==> config.mk <==
export PLATFORM = sky130hd
export DESIGN_NAME = bresenham_line_pixel_generator_core
export DESIGN_NICKNAME = d
export VERILOG_FILES = /design/src/rtl/core/bres_pkg.sv /design/src/rtl/core/bres_lane_pack.sv /design/src/rtl/core/bres_step_unit.sv /design/src/rtl/core/bresenham_line_pixel_generator_core.sv
export SDC_FILE = /design/constraint.sdc
export NUM_CORES = 1
export LEC_CHECK = 0
export ABC_CLOCK_PERIOD_IN_PS = 5700
export BUFFER_PORTS_ARGS = -buffer_cell sky130_fd_sc_hd__clkbuf_2
export CORE_ASPECT_RATIO = 0.9
export CORE_MARGIN = 3
export CORE_UTILIZATION = 35
export CTS_CLUSTER_DIAMETER = 200
export DETAILED_ROUTE_END_ITERATION = 8
export SYNTH_ARGS = -nofsm -noshare
export SYNTH_HDL_FRONTEND = slang
export SYNTH_SLANG_ARGS = --single-unit
==> constraint.sdc <==
create_clock -name clk -period 5.7 [get_ports clk]
set_input_delay 0 -clock clk [delete_from_list [all_inputs] [get_ports clk]]
set_output_delay 0 -clock clk [all_outputs]
set_load 0.05 [all_outputs]
==> src/rtl/core/bres_pkg.sv <==
// shared types and constants of the line pixel generator
package bres_pkg;

    localparam int COORD_BITS      = 12;
    localparam int ERR_BITS        = COORD_BITS + 4;
    localparam int ERR_MAX         = 2 ** (ERR_BITS - 1) - 1;
    localparam int MAX_RUN         = 64;
    localparam int RUN_BITS        = $clog2(MAX_RUN + 1);
    localparam int WIDTH_BITS      = 13;
    localparam int OFF_BITS        = 24;
    localparam int COLOR_BITS      = 8;
    localparam int LANES           = 4;
    localparam int WORD_BITS       = COLOR_BITS * LANES;
    localparam int LANE_BITS       = 2;
    localparam int CFG_IDX_BITS    = 3;
    localparam int CFG_DATA_BITS   = WIDTH_BITS;
    localparam int S_DATA_BITS     = 4 * COORD_BITS + WORD_BITS;
    localparam int M_DATA_BITS     = OFF_BITS + WORD_BITS;
    localparam int ROW_WIDTH_RESET = 640;

    typedef logic signed [ERR_BITS-1:0]   err_t;
    typedef logic signed [COORD_BITS+1:0] delta2_t;

    typedef enum logic [CFG_IDX_BITS-1:0] {
        REG_ROW_WIDTH  = 3'd0,
        REG_RED_LANE   = 3'd1,
        REG_GREEN_LANE = 3'd2,
        REG_BLUE_LANE  = 3'd3,
        REG_ALPHA_LANE = 3'd4
    } cfg_reg_t;

    typedef struct packed {
        logic [LANE_BITS-1:0] alpha;
        logic [LANE_BITS-1:0] blue;
        logic [LANE_BITS-1:0] green;
        logic [LANE_BITS-1:0] red;
    } lane_cfg_t;

    localparam lane_cfg_t LANE_RESET = '{alpha: 2'd3, blue: 2'd2, green: 2'd1, red: 2'd0};

endpackage

==> src/rtl/core/bres_lane_pack.sv <==
// places the four color bytes at their configured lanes of the pixel word
module bres_lane_pack
    import bres_pkg::*;
(
    input  lane_cfg_t               lanes,
    input  logic [COLOR_BITS-1:0]   red,
    input  logic [COLOR_BITS-1:0]   green,
    input  logic [COLOR_BITS-1:0]   blue,
    input  logic [COLOR_BITS-1:0]   alpha,
    output logic [WORD_BITS-1:0]    word
);

    always_comb
    begin
        word = '0;
        for (int i = 0; i < LANES; i++)
        begin
            // later channels win on colliding lanes
            if (lanes.red == LANE_BITS'(i))
            begin
                word[i*COLOR_BITS +: COLOR_BITS] = red;
            end
            if (lanes.green == LANE_BITS'(i))
            begin
                word[i*COLOR_BITS +: COLOR_BITS] = green;
            end
            if (lanes.blue == LANE_BITS'(i))
            begin
                word[i*COLOR_BITS +: COLOR_BITS] = blue;
            end
            if (lanes.alpha == LANE_BITS'(i))
            begin
                word[i*COLOR_BITS +: COLOR_BITS] = alpha;
            end
        end
    end

endmodule

==> src/rtl/core/bres_step_unit.sv <==
// one bresenham step: saturating error update and incremental pixel offset
module bres_step_unit
    import bres_pkg::*;
(
    input  err_t                    err,
    input  delta2_t                 dy2,
    input  delta2_t                 dx2,
    input  logic [OFF_BITS-1:0]     off,
    input  logic [WIDTH_BITS-1:0]   row_width,
    output err_t                    err_next,
    output logic [OFF_BITS-1:0]     off_next
);

    localparam logic signed [ERR_BITS:0] SUM_HI = (ERR_BITS + 1)'(ERR_MAX);
    localparam logic signed [ERR_BITS:0] SUM_LO = -SUM_HI;

    logic                       step_up;
    logic signed [ERR_BITS:0]   sum;
    logic signed [ERR_BITS:0]   dx_term;

    always_comb
    begin
        step_up = err > err_t'(0);
        dx_term = step_up ? (ERR_BITS + 1)'(dx2) : '0;
        sum     = (ERR_BITS + 1)'(err) + (ERR_BITS + 1)'(dy2) - dx_term;
        if (sum > SUM_HI)
        begin
            err_next = err_t'(SUM_HI);
        end
        else if (sum < SUM_LO)
        begin
            err_next = err_t'(SUM_LO);
        end
        else
        begin
            err_next = err_t'(sum);
        end
        // y step moves one row down the surface
        off_next = off + OFF_BITS'(1) + (step_up ? OFF_BITS'(row_width) : '0);
    end

endmodule

==> src/rtl/core/bresenham_line_pixel_generator_core.sv <==
// top level: config registers, segment sequencer and output register
// a taken segment passes ST_SETUP, then ST_RUN puts its pixels in the output register
// throughput: one pixel per cycle while m_tready is high, set by the single step unit
// a segment yields min(end_x - start_x, 64) pixels (one for equal points); the next one
// is taken only after its last pixel is issued; others with end_x <= start_x are dropped
// reset (rst_n low, async): row_width 640, lanes red 0 green 1 blue 2 alpha 3, no pending beat
module bresenham_line_pixel_generator_core
    import bres_pkg::*;
(
    input  logic                        clk,
    input  logic                        rst_n,

    input  logic                        cfg_valid,
    output logic                        cfg_ready,
    input  logic [CFG_IDX_BITS-1:0]     cfg_index,
    input  logic [CFG_DATA_BITS-1:0]    cfg_data,

    input  logic                        s_tvalid,
    output logic                        s_tready,
    // start_x, start_y, end_x, end_y, red, green, blue, alpha
    input  logic [S_DATA_BITS-1:0]      s_tdata,

    output logic                        m_tvalid,
    input  logic                        m_tready,
    // pixel_offset, pixel_word
    output logic [M_DATA_BITS-1:0]      m_tdata,
    // last_pixel
    output logic                        m_tlast,
    // cut_short
    output logic                        m_tuser
);

    typedef enum logic [1:0] {
        ST_IDLE,
        ST_SETUP,
        ST_RUN
    } state_t;

    state_t                         state_reg, state_next;
    logic [WIDTH_BITS-1:0]          row_width_reg, row_width_next;
    lane_cfg_t                      lanes_reg, lanes_next;
    logic [COORD_BITS-1:0]          x0_reg, x0_next;
    logic [COORD_BITS-1:0]          y0_reg, y0_next;
    delta2_t                        dx2_reg, dx2_next;
    delta2_t                        dy2_reg, dy2_next;
    err_t                           err_reg, err_next;
    logic [OFF_BITS-1:0]            off_reg, off_next;
    logic [WORD_BITS-1:0]           color_reg, color_next;
    logic [RUN_BITS-1:0]            left_reg, left_next;
    logic                           cut_reg, cut_next;
    logic                           m_tvalid_reg, m_tvalid_next;
    logic [OFF_BITS-1:0]            m_off_reg, m_off_next;
    logic [WORD_BITS-1:0]           m_word_reg, m_word_next;
    logic                           m_tlast_reg, m_tlast_next;
    logic                           m_tuser_reg, m_tuser_next;

    logic [COORD_BITS-1:0]          start_x, start_y, end_x, end_y;
    logic [COLOR_BITS-1:0]          red, green, blue, alpha;
    logic signed [COORD_BITS:0]     dx, dy;
    delta2_t                        dx2, dy2;
    logic [COORD_BITS-1:0]          span;
    logic [WORD_BITS-1:0]           packed_word;
    err_t                           step_err;
    logic [OFF_BITS-1:0]            step_off;
    logic [WIDTH_BITS+COORD_BITS-1:0] row_base;
    logic                           in_beat;
    logic                           out_free;

    assign start_x = s_tdata[0*COORD_BITS +: COORD_BITS];
    assign start_y = s_tdata[1*COORD_BITS +: COORD_BITS];
    assign end_x   = s_tdata[2*COORD_BITS +: COORD_BITS];
    assign end_y   = s_tdata[3*COORD_BITS +: COORD_BITS];
    assign red     = s_tdata[4*COORD_BITS + 0*COLOR_BITS +: COLOR_BITS];
    assign green   = s_tdata[4*COORD_BITS + 1*COLOR_BITS +: COLOR_BITS];
    assign blue    = s_tdata[4*COORD_BITS + 2*COLOR_BITS +: COLOR_BITS];
    assign alpha   = s_tdata[4*COORD_BITS + 3*COLOR_BITS +: COLOR_BITS];

    assign cfg_ready = 1'b1;
    assign s_tready  = (state_reg == ST_IDLE);
    assign m_tvalid  = m_tvalid_reg;
    assign m_tdata   = {m_word_reg, m_off_reg};
    assign m_tlast   = m_tlast_reg;
    assign m_tuser   = m_tuser_reg;

    bres_lane_pack u_pack (
        .lanes (lanes_reg),
        .red   (red),
        .green (green),
        .blue  (blue),
        .alpha (alpha),
        .word  (packed_word)
    );

    bres_step_unit u_step (
        .err       (err_reg),
        .dy2       (dy2_reg),
        .dx2       (dx2_reg),
        .off       (off_reg),
        .row_width (row_width_reg),
        .err_next  (step_err),
        .off_next  (step_off)
    );

    always_comb
    begin
        dx       = signed'({1'b0, end_x}) - signed'({1'b0, start_x});
        dy       = signed'({1'b0, end_y}) - signed'({1'b0, start_y});
        dx2      = {dx, 1'b0};
        dy2      = {dy, 1'b0};
        span     = end_x - start_x;
        row_base = row_width_reg * y0_reg;
        in_beat  = s_tvalid && s_tready;
        out_free = !m_tvalid_reg || m_tready;

        state_next     = state_reg;
        row_width_next = row_width_reg;
        lanes_next     = lanes_reg;
        x0_next        = x0_reg;
        y0_next        = y0_reg;
        dx2_next       = dx2_reg;
        dy2_next       = dy2_reg;
        err_next       = err_reg;
        off_next       = off_reg;
        color_next     = color_reg;
        left_next      = left_reg;
        cut_next       = cut_reg;
        m_tvalid_next  = m_tvalid_reg && !m_tready;
        m_off_next     = m_off_reg;
        m_word_next    = m_word_reg;
        m_tlast_next   = m_tlast_reg;
        m_tuser_next   = m_tuser_reg;

        if (cfg_valid)
        begin
            unique case (cfg_index)
                REG_ROW_WIDTH:  row_width_next = cfg_data;
                REG_RED_LANE:   lanes_next.red = cfg_data[LANE_BITS-1:0];
                REG_GREEN_LANE: lanes_next.green = cfg_data[LANE_BITS-1:0];
                REG_BLUE_LANE:  lanes_next.blue = cfg_data[LANE_BITS-1:0];
                REG_ALPHA_LANE: lanes_next.alpha = cfg_data[LANE_BITS-1:0];
                default:        ;
            endcase
        end

        unique case (state_reg)
            ST_IDLE:
            begin
                if (in_beat)
                begin
                    x0_next    = start_x;
                    y0_next    = start_y;
                    dx2_next   = dx2;
                    dy2_next   = dy2;
                    err_next   = err_t'(dy2) - err_t'(dx);
                    color_next = packed_word;
                    if (start_x == end_x && start_y == end_y)
                    begin
                        left_next  = RUN_BITS'(1);
                        cut_next   = 1'b0;
                        state_next = ST_SETUP;
                    end
                    else if (end_x > start_x)
                    begin
                        if (span > COORD_BITS'(MAX_RUN))
                        begin
                            left_next = RUN_BITS'(MAX_RUN);
                            cut_next  = 1'b1;
                        end
                        else
                        begin
                            left_next = RUN_BITS'(span);
                            cut_next  = 1'b0;
                        end
                        state_next = ST_SETUP;
                    end
                end
            end
            ST_SETUP:
            begin
                off_next   = OFF_BITS'(row_base) + OFF_BITS'(x0_reg);
                state_next = ST_RUN;
            end
            ST_RUN:
            begin
                if (out_free)
                begin
                    m_tvalid_next = 1'b1;
                    m_off_next    = off_reg;
                    m_word_next   = color_reg;
                    m_tlast_next  = (left_reg == RUN_BITS'(1));
                    m_tuser_next  = (left_reg == RUN_BITS'(1)) && cut_reg;
                    err_next      = step_err;
                    off_next      = step_off;
                    left_next     = left_reg - RUN_BITS'(1);
                    if (left_reg == RUN_BITS'(1))
                    begin
                        state_next = ST_IDLE;
                    end
                end
            end
            default:
            begin
                state_next = ST_IDLE;
            end
        endcase
    end

    always_ff @(posedge clk or negedge rst_n)
    begin
        if (!rst_n)
        begin
            state_reg     <= ST_IDLE;
            row_width_reg <= WIDTH_BITS'(ROW_WIDTH_RESET);
            lanes_reg     <= LANE_RESET;
            x0_reg        <= '0;
            y0_reg        <= '0;
            dx2_reg       <= '0;
            dy2_reg       <= '0;
            err_reg       <= '0;
            off_reg       <= '0;
            color_reg     <= '0;
            left_reg      <= '0;
            cut_reg       <= 1'b0;
            m_tvalid_reg  <= 1'b0;
            m_off_reg     <= '0;
            m_word_reg    <= '0;
            m_tlast_reg   <= 1'b0;
            m_tuser_reg   <= 1'b0;
        end
        else
        begin
            state_reg     <= state_next;
            row_width_reg <= row_width_next;
            lanes_reg     <= lanes_next;
            x0_reg        <= x0_next;
            y0_reg        <= y0_next;
            dx2_reg       <= dx2_next;
            dy2_reg       <= dy2_next;
            err_reg       <= err_next;
            off_reg       <= off_next;
            color_reg     <= color_next;
            left_reg      <= left_next;
            cut_reg       <= cut_next;
            m_tvalid_reg  <= m_tvalid_next;
            m_off_reg     <= m_off_next;
            m_word_reg    <= m_word_next;
            m_tlast_reg   <= m_tlast_next;
            m_tuser_reg   <= m_tuser_next;
        end
    end

endmodule

### Word level (Yosys, flattened, before mapping)

Cells that the tools add are included.

| word-level totals | value |
|---|---|
| flip-flop bits (word level) | 212 |
| latch bits | 0 |
| memory bits (writable) | 0 |
| ROM bits | 0 |
| bits of input ports | 101 |
| output and inout bits | 61 |
| word-level logic and storage cells | 131 |
| memories kept | 0 |

| operators by class | value |
|---|---|
| add/subtract/negate cells | 10 |
| $mul | 1 |
| div/mod/pow operators | 0 |
| $lt $le $gt $ge | 5 |
| equality and inequality tests | 25 |
| shift-type cells | 0 |
| multiplexer cells | 42 |
| bitwise logic cells | 0 |
| reductions and logical operators | 28 |

Operators by type and width:

| cell | number |
|---|---|
| two-way mux 8 bit | 16 |
| two-way mux 16 bit | 4 |
| case mux 24 bit (2 select lines) | 1 |
| two-way mux 7 bit | 5 |
| case mux 16 bit (2 select lines) | 1 |
| subtractor 12 x 12 -> 13 bit | 2 |
| adder 24 x 1 -> 24 bit (second input constant) | 1 |
| adder 24 x 12 -> 24 bit | 1 |
| adder 24 bit | 1 |
| == test 12 bit | 2 |
| multiplier 13 x 12 -> 24 bit | 1 |
| two-way mux 24 bit | 1 |
| == test 2 bit (second input constant) | 9 |
| adder 16 x 14 -> 17 bit | 1 |
| greater-than comparator 17 x 16 -> 1 bit (second input constant) | 1 |
| less-than comparator 17 x 16 -> 1 bit (second input constant) | 1 |
| two-way mux 17 bit | 1 |
| subtractor 17 bit | 1 |
| greater-than comparator 16 x 1 -> 1 bit (second input constant) | 1 |
| AND reduction 2 bit | 8 |
| subtractor 14 x 13 -> 15 bit | 1 |
| case mux 7 bit (2 select lines) | 1 |
| two-way mux 13 bit | 1 |
| greater-than comparator 12 bit | 1 |
| 22 further kinds | 48 |

### Longest topological paths before layout

Gate-level depths: netlist of run 1.

| depth | value |
|---|---|
| depth in word-level cells | 8 |
| depth in mapped cells | 22 |

### By module

From an unflattened synthesis of run 1, not the netlist that was laid out.

| unflattened totals | value |
|---|---|
| cells, all modules | 2315 |
| area total of the unflattened synthesis | 19483.7 µm² |

By module, submodules not included:

| module | times used | cells an instance | area an instance (µm²) | seq. area each (µm²) |
|---|---|---|---|---|
| bresenham_line_pixel_generator_core | 1 | 1786 | 15808.9 | 5312.6 |
| bres_step_unit | 1 | 334 | 2419.8 | 0.0 |
| bres_lane_pack | 1 | 195 | 1255.0 | 0.0 |

### Least setup slack after synthesis of run 1

OpenSTA, ideal clock, no wires.

| timing path | value |
|---|---|
| kind | register to register |
| start | register row_width_reg[7] |
| end | register off_reg[19] |
| library setup time | 0.142 ns |
| arrival time | 5.680 ns |
| required time | 5.558 ns |
| slack | -0.122 ns |
| cell stages (with the launch flop) | 21 |
| cells stage by stage | dfstp_2 > clkbuf_1 > nand2_1 > fa_1 > inv_1 > fa_1 > inv_1 > fa_1 > inv_1 > fa_1 > fa_1 > ha_1 > o21a_1 > o21ai_0 > o21ai_0 > a2111oi_2 > o31ai_1 > o21a_1 > or3_1 > nand2_1 > o221ai_1 |

| between the ends | value |
|---|---|
| longest elaborated chain between the ends | 4 |
| elaborated cells between the ends (all ways) | 6 |
| classes of those cells | add/sub: 2; mul: 1; mux: 3 |

Ends and longest elaborated chain:

| element | RTL line | RTL |
|---|---|---|
| start, declared | bresenham_line_pixel_generator_core.sv:40 | `logic [WIDTH_BITS-1:0] row_width_reg, row_width_next;` |
| start signal, assigned | bresenham_line_pixel_generator_core.sv:213 | `row_width_reg <= WIDTH_BITS'(ROW_WIDTH_RESET);` |
| start signal, assigned | bresenham_line_pixel_generator_core.sv:233 | `row_width_reg <= row_width_next;` |
| branches (longest 3 deep; another with multiplier 13 x 12 -> 24 bit) | n/a |  |
| case mux 24 bit (2 select lines) (*) | bresenham_line_pixel_generator_core.sv:145 | `unique case (state_reg)` |
| end signal, assigned | bresenham_line_pixel_generator_core.sv:240 | `off_reg <= off_next;` |
| end, declared | bresenham_line_pixel_generator_core.sv:47 | `logic [OFF_BITS-1:0] off_reg, off_next;` |

Mark *: on every way between the ends. The select of a mux whose other input is x is not followed.
A chain may end at the register's enable or synchronous reset.

### Worst setup path after layout of run 1

Same ends and word-level chain as after synthesis.

==> results of run 1 <==
path summary, 6_finish.rpt:
kind	startpoint	end	slack (ns)
worst max-delay path	row_width_reg[7]	off_reg[19]	0.19
worst min-delay path	rst_n	off_reg[19]	0.009
worst max register to register	row_width_reg[7]	off_reg[19]	0.19
worst min register to register	color_reg[26]	m_word_reg[26]	0.46
max in group asynchronous	rst_n	y0_reg[8]	4.39
min in group clk	s_tdata[40]	dy2_reg[5]	0.03
through the flow:
stage                     setup WS (ns)  cells  cell area (um^2)  utilization [%]
after floorplan                  0.0561   2199             18700                -
after global placement          0.00959   3007             20400             39.1
after detailed placement        -0.0212   3007             20400             39.1
after CTS                        0.0448   3134             22200             42.6
after global routing            -0.0118   3146             22500             43.0
final                             0.188   3146             22500             43.0
layout by cell type, fill, tap and decap left out, types with 7 or more instances in the layout:
master         Yosys  final
a211o_1            9      9
a211oi_1          21     21
a21o_1            20     20
a21oi_1          104    103
a222oi_1          17     17
a22oi_1           28     28
a31oi_1           12     12
and2_1            73     72
and3_1            10     10
buf_4              3     69
clkbuf_16          0     27
clkbuf_2           0    159
clkbuf_8           0      7
dfrtp_1          206    192
dfrtp_2            0     14
dlygate4sd3_1      0     77
fa_1             139    138
ha_1             137    132
inv_1            257    256
mux2_2            25     25
mux2i_1           20     20
nand2_1          446    441
nand2b_1          16     16
nand3_1           30     30
nand4_1           10     10
nor2_1            97     96
nor2b_1           17     16
nor3_1            37     37
nor4_1             8      8
o211ai_1           9      9
o21a_1            12     12
o21ai_0          152    150
o21bai_1           9      9
o22ai_1            7      7
or2_2             15     15
or3_1              9      8
xnor2_1           45     45
xor2_1            21     21
critical path, delay by kind of cell, from the launching register on:
kind,cells,cell delay [ns]
adder cells (fa/ha/maj),6,2.66
buffers and inverters,3,0.14
flip-flops,1,0.61
AO/OA/AOI/OAI,6,1.10
AND/OR/NAND/NOR,4,0.86
what timing repair did:
action | in CTS | in global routing
resized for setup | 3 | 38
setup buffers | 0 | 12
hold endpoints to repair | 159 | 0
hold buffers | 77 | 0
endpoints found under the setup margin | 1 | 7
pin swaps | 0 | 20
cells by family (layout without fill, tap and decap cells):
group	after synthesis	count (layout)	synth area share [%]
AO/OA/AOI/OAI	450	450	15.3
XOR/XNOR	66	66	3.10
adder cells (fa/ha/maj)	276	276	24.1
buffers and inverters	358	617	7.32
flip-flops	212	212	28.5
multiplexers	45	45	2.58
other	1	1	0.0201
AND/OR/NAND/NOR	791	791	19.1
metal layers:
metal	up-vias	wire length, um
li1	7801	-
met1	8051	26100
met2	486	26400
met3	83	3590
met4	0	1330
met5	-	0
final cells by class:
class                   count  area, um^2
clock buffers              38         787
flip-flops and latches    212        5330
inverters                 257         965
fillers                  5174       29700
clock inverters            12         236
repair buffers            310        2160
multi-input cells        1629       12100
well taps                 688         861
==> metrics.md, run 1 <==
| Metric | Value |
|---|---|
| Maximum clock path buffer count | `3` |
| Distinct cells, synth | `77` |
| Diodes inserted | `0` |
| Layout cells sized above 1 | `15.4%` |
| Final ANT Viol Nets | `0` |
| GRT met1 Usage | `28.4%` |
| Initial antenna violation count | `0` |
| GR peak layer | `met2` |
| Fin Hold WS | `0.00887 ns` |
| Hold Path Class | `in -> async` |
| CTS Root Cell | `clkbuf_16` |
| Synth Net Count | `2576` |
| Die area | `56100 um^2` |
| Crit path time final | `5.51 ns` |
| Post-synth EDFFs | `0` |
| DR pass1 iterations | `7` |
| Crit path max fanout | `5` |
| Post-synth top cells | `446 x nand2_1, 257 x inv_1, 206 x dfrtp_1, 152 x o21ai_0, 139 x fa_1` |
| Sequential fraction of the synthesis area | `28.5%` |
| # nets final | `2814` |
| Startpoint types | `register` |
| Vias in the first global route | `16600` |
| CTS tree | `done` |
| Final worst path period share | `96.7%` |
| Worst Reg-to-Reg Cells | `19` |
| Biggest area consumer among synthesized cells | `dfrtp_1` |
| Global-route wire length before repair | `91600 um` |
| Routed WL per cell | `18.2 um` |
| Synthesized area per cell | `8.48 um^2` |
| Met2 Use GR | `32.5%` |
| # rows | `79` |
| Fin. Hold Viols | `0` |
| Slew @ Worst Pin | `1.23 ns` |
| Synth Instances | `2199` |
| DRC | `0` |
| Synth top area share | `27.6%` |
| I/O pin count | `162` |
| H-tree levels | `1` |
| DR vias | `16400` |
| Crit path DAT | `5.94 ns` |
| Initial Utilization | `35.7%` |
| Die H | `225 um` |
| Synth-to-Final Area Change | `20.4%` |
| Relative slew slack | `17.8%` |
| Count leader, synth | `nand2_1` |
| # setup viols final | `0` |
| Mapped Area | `18700 um^2` |
| Seq cells post-synth | `212` |
| GRT Overall Usage | `20.2%` |
| Async SR Flop Fraction | `100%` |
| Via/cell ratio | `5.22` |
| Total Wirelength | `57400 um` |
| Global route overflow | `0` |
| Final RePlAce weighted congestion | `0.910` |
| Final Max Tran Viols | `0` |
| Critical path's slowest cell | `dfstp_2` |
| HPWL Detailed | `44500 um` |
| Sink Count | `212` |
| Top cell by count, worst path | `fa_1` |
| Crit path cell chain | `nand2_2 -> fa_1 -> inv_1 -> fa_1 -> fa_1 -> inv_1 -> fa_1 -> fa_1 -> inv_1 -> ha_1 -> or3_4 -> a21oi_4 -> o21ai_4 -> a2111oi_4 -> o31ai_4 -> o21a_1 -> or3_1 -> nand2_1 -> o221ai_2` |
| Initial drt markers | `1194` |
| Max-cap violations | `0` |
| Die width | `249 um` |
| Setup_tns | `0 ns` |
| Core Region | `52200 um^2` |
| Worst skew pair latency | `0.57 ns` |
| Req. time, crit path | `6.13 ns` |
| GR Layer Usage met3 | `3.84%` |
| WS Path Type | `reg -> reg` |
| Largest net degree at the start of global routing | `139` |
| CP endpoint kind | `register` |
| Clock transition at path regs | `0.07 ns` |
| Synth warn | `0` |
| Clk_skew | `0.0188 ns` |
| Slowest Stage Delay on Critical Path | `0.61 ns` |
| Port Buffers | `160` |
| Most used DFF post-synth | `dfrtp_1` |
| Status | `completed` |
| Fmax | `181 MHz` |
| CTS Buf Count | `27` |
| Synth area leaders | `dfrtp_1 28%, fa_1 15%, ha_1 9.2%, nand2_1 9.0%, inv_1 5.2%` |
Power of run 1 is not shown: default switching activity piles up to over one toggle a cycle in this logic, so the estimate is an artifact.
==> run 2: changes to the inputs <==
Settings changed: ABC_AREA set to 1.
==> run 2 against run 1 <==
  * Flip-flop and latch count unchanged
  * Highest routed layer unchanged
  * Register-to-register slack improved by 0.17 ns
  * Synthesized cell count up 19%
  * Die area rose by 3.6%
==> metrics.md, run 2 <==
| Metric | Value |
|---|---|
| Status | `completed` |
| Count leader, synth | `nand2_1` |
| Commonest non-fill, non-tap cell in the layout | `nand2_1` |
| Final Max Tran Viols | `0` |
| Initial drt markers | `1434` |
| Global-route wire length before repair | `96800 um` |
| Synth Net Count | `2988` |
| CP endpoint kind | `register` |
| I/O pin count | `162` |
| H-tree levels | `1` |
| Synth-to-Final Area Change | `18.2%` |
| Die area | `58100 um^2` |
| DR top layer | `met4` |
| Die H | `229 um` |
| Req. time, crit path | `6.19 ns` |
| Synth Area in Simple Gates | `21.4%` |
| Hold Path Class | `in -> async` |
| # rows | `81` |
| Startpoint types | `register` |
| Post-synth top cells | `642 x nand2_1, 487 x inv_1, 230 x o21ai_0, 206 x dfrtp_1, 168 x a21oi_1` |
| Worst skew pair latency | `0.58 ns` |
| # setup viols final | `0` |
| Biggest area consumer among synthesized cells | `dfrtp_1` |
| Post-synthesis xor/xnor area fraction | `2.21%` |
| Most used DFF post-synth | `dfrtp_1` |
| Sink Count | `212` |
| CTS tree | `done` |
| Setup_tns | `0 ns` |
| Fillcell total | `5538` |
| WL met3 | `4110 um` |
| Post-CTS Setup Bufs | `0` |
| Core Region | `54500 um^2` |
| Crit path max fanout | `11` |
| Final worst path period share | `93.7%` |
| Crit path time final | `5.34 ns` |
| CTS Buf Count | `26` |
| Synth top area share | `26.7%` |
| Clk_skew | `0.0179 ns` |
| # nets final | `3226` |
| Final ANT Viol Nets | `0` |
| Routed WL per cell | `16.9 um` |
| Adder-cell share of the synthesized area | `23.3%` |
| GRT Overall Usage | `20.9%` |
| Commonest cells after routing, fill and taps aside | `641 x nand2_1, 486 x inv_1, 228 x o21ai_0` |
| Slew @ Worst Pin | `1.11 ns` |
| WS Path Type | `reg -> reg` |
| Global route overflow | `0` |
| Relative slew slack | `25.8%` |
| Worst Reg-to-Reg Cells | `17` |
| Synth Area in Compound Gates | `14.1%` |
| Initial Utilization | `35.5%` |
| Synthesized area per cell | `7.41 um^2` |
| Fin. Hold Viols | `0` |
| Largest net degree at the start of global routing | `132` |
| Worst Setup EP | `off_reg[20]` |
| Initial antenna violation count | `0` |
| DR pass1 iterations | `6` |
| Seq cells post-synth | `212` |
| Met2 routed WL | `26800 um` |
| Synth area leaders | `dfrtp_1 27%, fa_1 14%, nand2_1 12%, inv_1 9.5%, ha_1 8.9%` |
| Met1 WL | `27700 um` |
| R2r endpoint | `off_reg[20]` |
| Synth warn | `0` |
| Die width | `254 um` |
| Async SR Flop Fraction | `100%` |
| Sequential fraction of the synthesis area | `27.5%` |
| HPWL Detailed | `47200 um` |
| Distinct cells, synth | `51` |
| Synth Instances | `2611` |
| Max-cap violations | `0` |
| Diodes inserted | `0` |
| Port Buffers | `160` |
| Mapped Area | `19300 um^2` |
| Total Wirelength | `60300 um` |
| Clock transition at path regs | `0.07 ns` |
| DRC | `0` |
| Vias in the first global route | `17700` |
| Largest family of logic cells by synthesized area | `adder cells` |
| Layout cells sized above 1 | `10.3%` |
| Mux cell area share after synthesis | `0.0518%` |
| DR vias | `18000` |
| Crit path DAT | `5.83 ns` |
| Register-to-register setup slack | `0.36 ns` |
| Via/cell ratio | `5.04` |
| RSZ-0062 raised after global routing | `no` |
| Crit path launch | `y0_reg[4]` |
| Maximum clock path buffer count | `3` |
| Worst r2r src | `y0_reg[4]` |
| Post-synth EDFFs | `0` |
| Fmax | `187 MHz` |
| Final RePlAce weighted congestion | `0.929` |
| CTS Root Cell | `clkbuf_16` |
run 2: cell count changes after synthesis, moves of 19 or more:
cell and delta:
and2_1 -69, nor3_1 -26, nand2_1 +196, a21oi_1 +64
nand3_1 +94, mux2i_1 -19, nor2_1 +52, nand2_2 +19
inv_1 +230, xnor2_1 -31, mux2_2 -25, o21ai_0 +78
run 2: cell families (layout without fill, tap and decap cells):
kind of cell	count (synthesis)	count (layout)
adder cells (fa/ha/maj)	276	276
AO/OA/AOI/OAI	499	499
AND/OR/NAND/NOR	999	999
flip-flops	212	212
XOR/XNOR	44	44
multiplexers	1	1
other	1	1
buffers and inverters	579	834
run 2: layout make-up:
type	count	area, um^2	share of cell area, %
sequential	212	5320	23.3
multi-input combinational	1820	11800	51.7
timing repair buffer	295	2090	9.17
tap	705	882	3.86
inverter	494	1860	8.13
clock buffer	37	752	3.29
clock inverter	8	124	0.542
run 2: critical path, cell delays in order (launching register included):
cell and delay [ns]:
dfrtp_1 0.69, nand2_1 0.15, fa_1 0.54, inv_1 0.06, fa_1 0.51, fa_1 0.45, fa_1 0.55, inv_1 0.05
fa_1 0.54, inv_1 0.05, ha_1 0.37, a21oi_1 0.25, o21ai_0 0.16, a211oi_1 0.30, nand3_1 0.12, nand2_1 0.08
nand3_1 0.16, a22oi_1 0.23
run 2: how the worst min path moves through the flow:
stage | cells past startpoint | from | slack, ns | end
floorplan | 0 | rst_n | -0.30 | color_reg[0]
global placement | 1 | rst_n | 0.05 | x0_reg[9]
detailed placement | 1 | rst_n | 0.05 | x0_reg[8]
CTS | 5 | s_tdata[60] | 0.00006 | color_reg[20]
global route | 5 | s_tdata[47] | 0.06 | dy2_reg[12]
finish | 2 | rst_n | 0.02 | y0_reg[7]
run 2: what timing repair did:
action | in CTS | in global routing
hold buffers | 103 | 0
endpoints found under the hold margin | 166 | 0
gates resized for setup | 0 | 7
endpoints found under the setup margin | 0 | 7
run 2: per-stage QoR:
| stage | hold WS, ns | worst slack (ns) | util (%) | cell area [um^2] | cells |
|---|---|---|---|---|---|
| finish | 0.0191 | 0.361 | 41.9 | 22900 | 3571 |
| global route | 0.0614 | 0.00366 | 41.9 | 22900 | 3571 |
| CTS | 0.0000597 | 0.149 | 41.9 | 22800 | 3571 |
| detailed placement | 0.0542 | 0.213 | 38.4 | 20900 | 3423 |
| global placement | 0.0538 | 0.239 | 38.4 | 20900 | 3423 |
| floorplan | -0.296 | 0.620 | - | 19300 | 2611 |
run 2: routing by layer:
metal	track usage, %	up-vias
met1	29.9	8615
met4	5.75	0
met2	32.3	576
met3	3.75	90
li1	-	8704
met5	0	-
Power of run 2 is left out for the same reason.
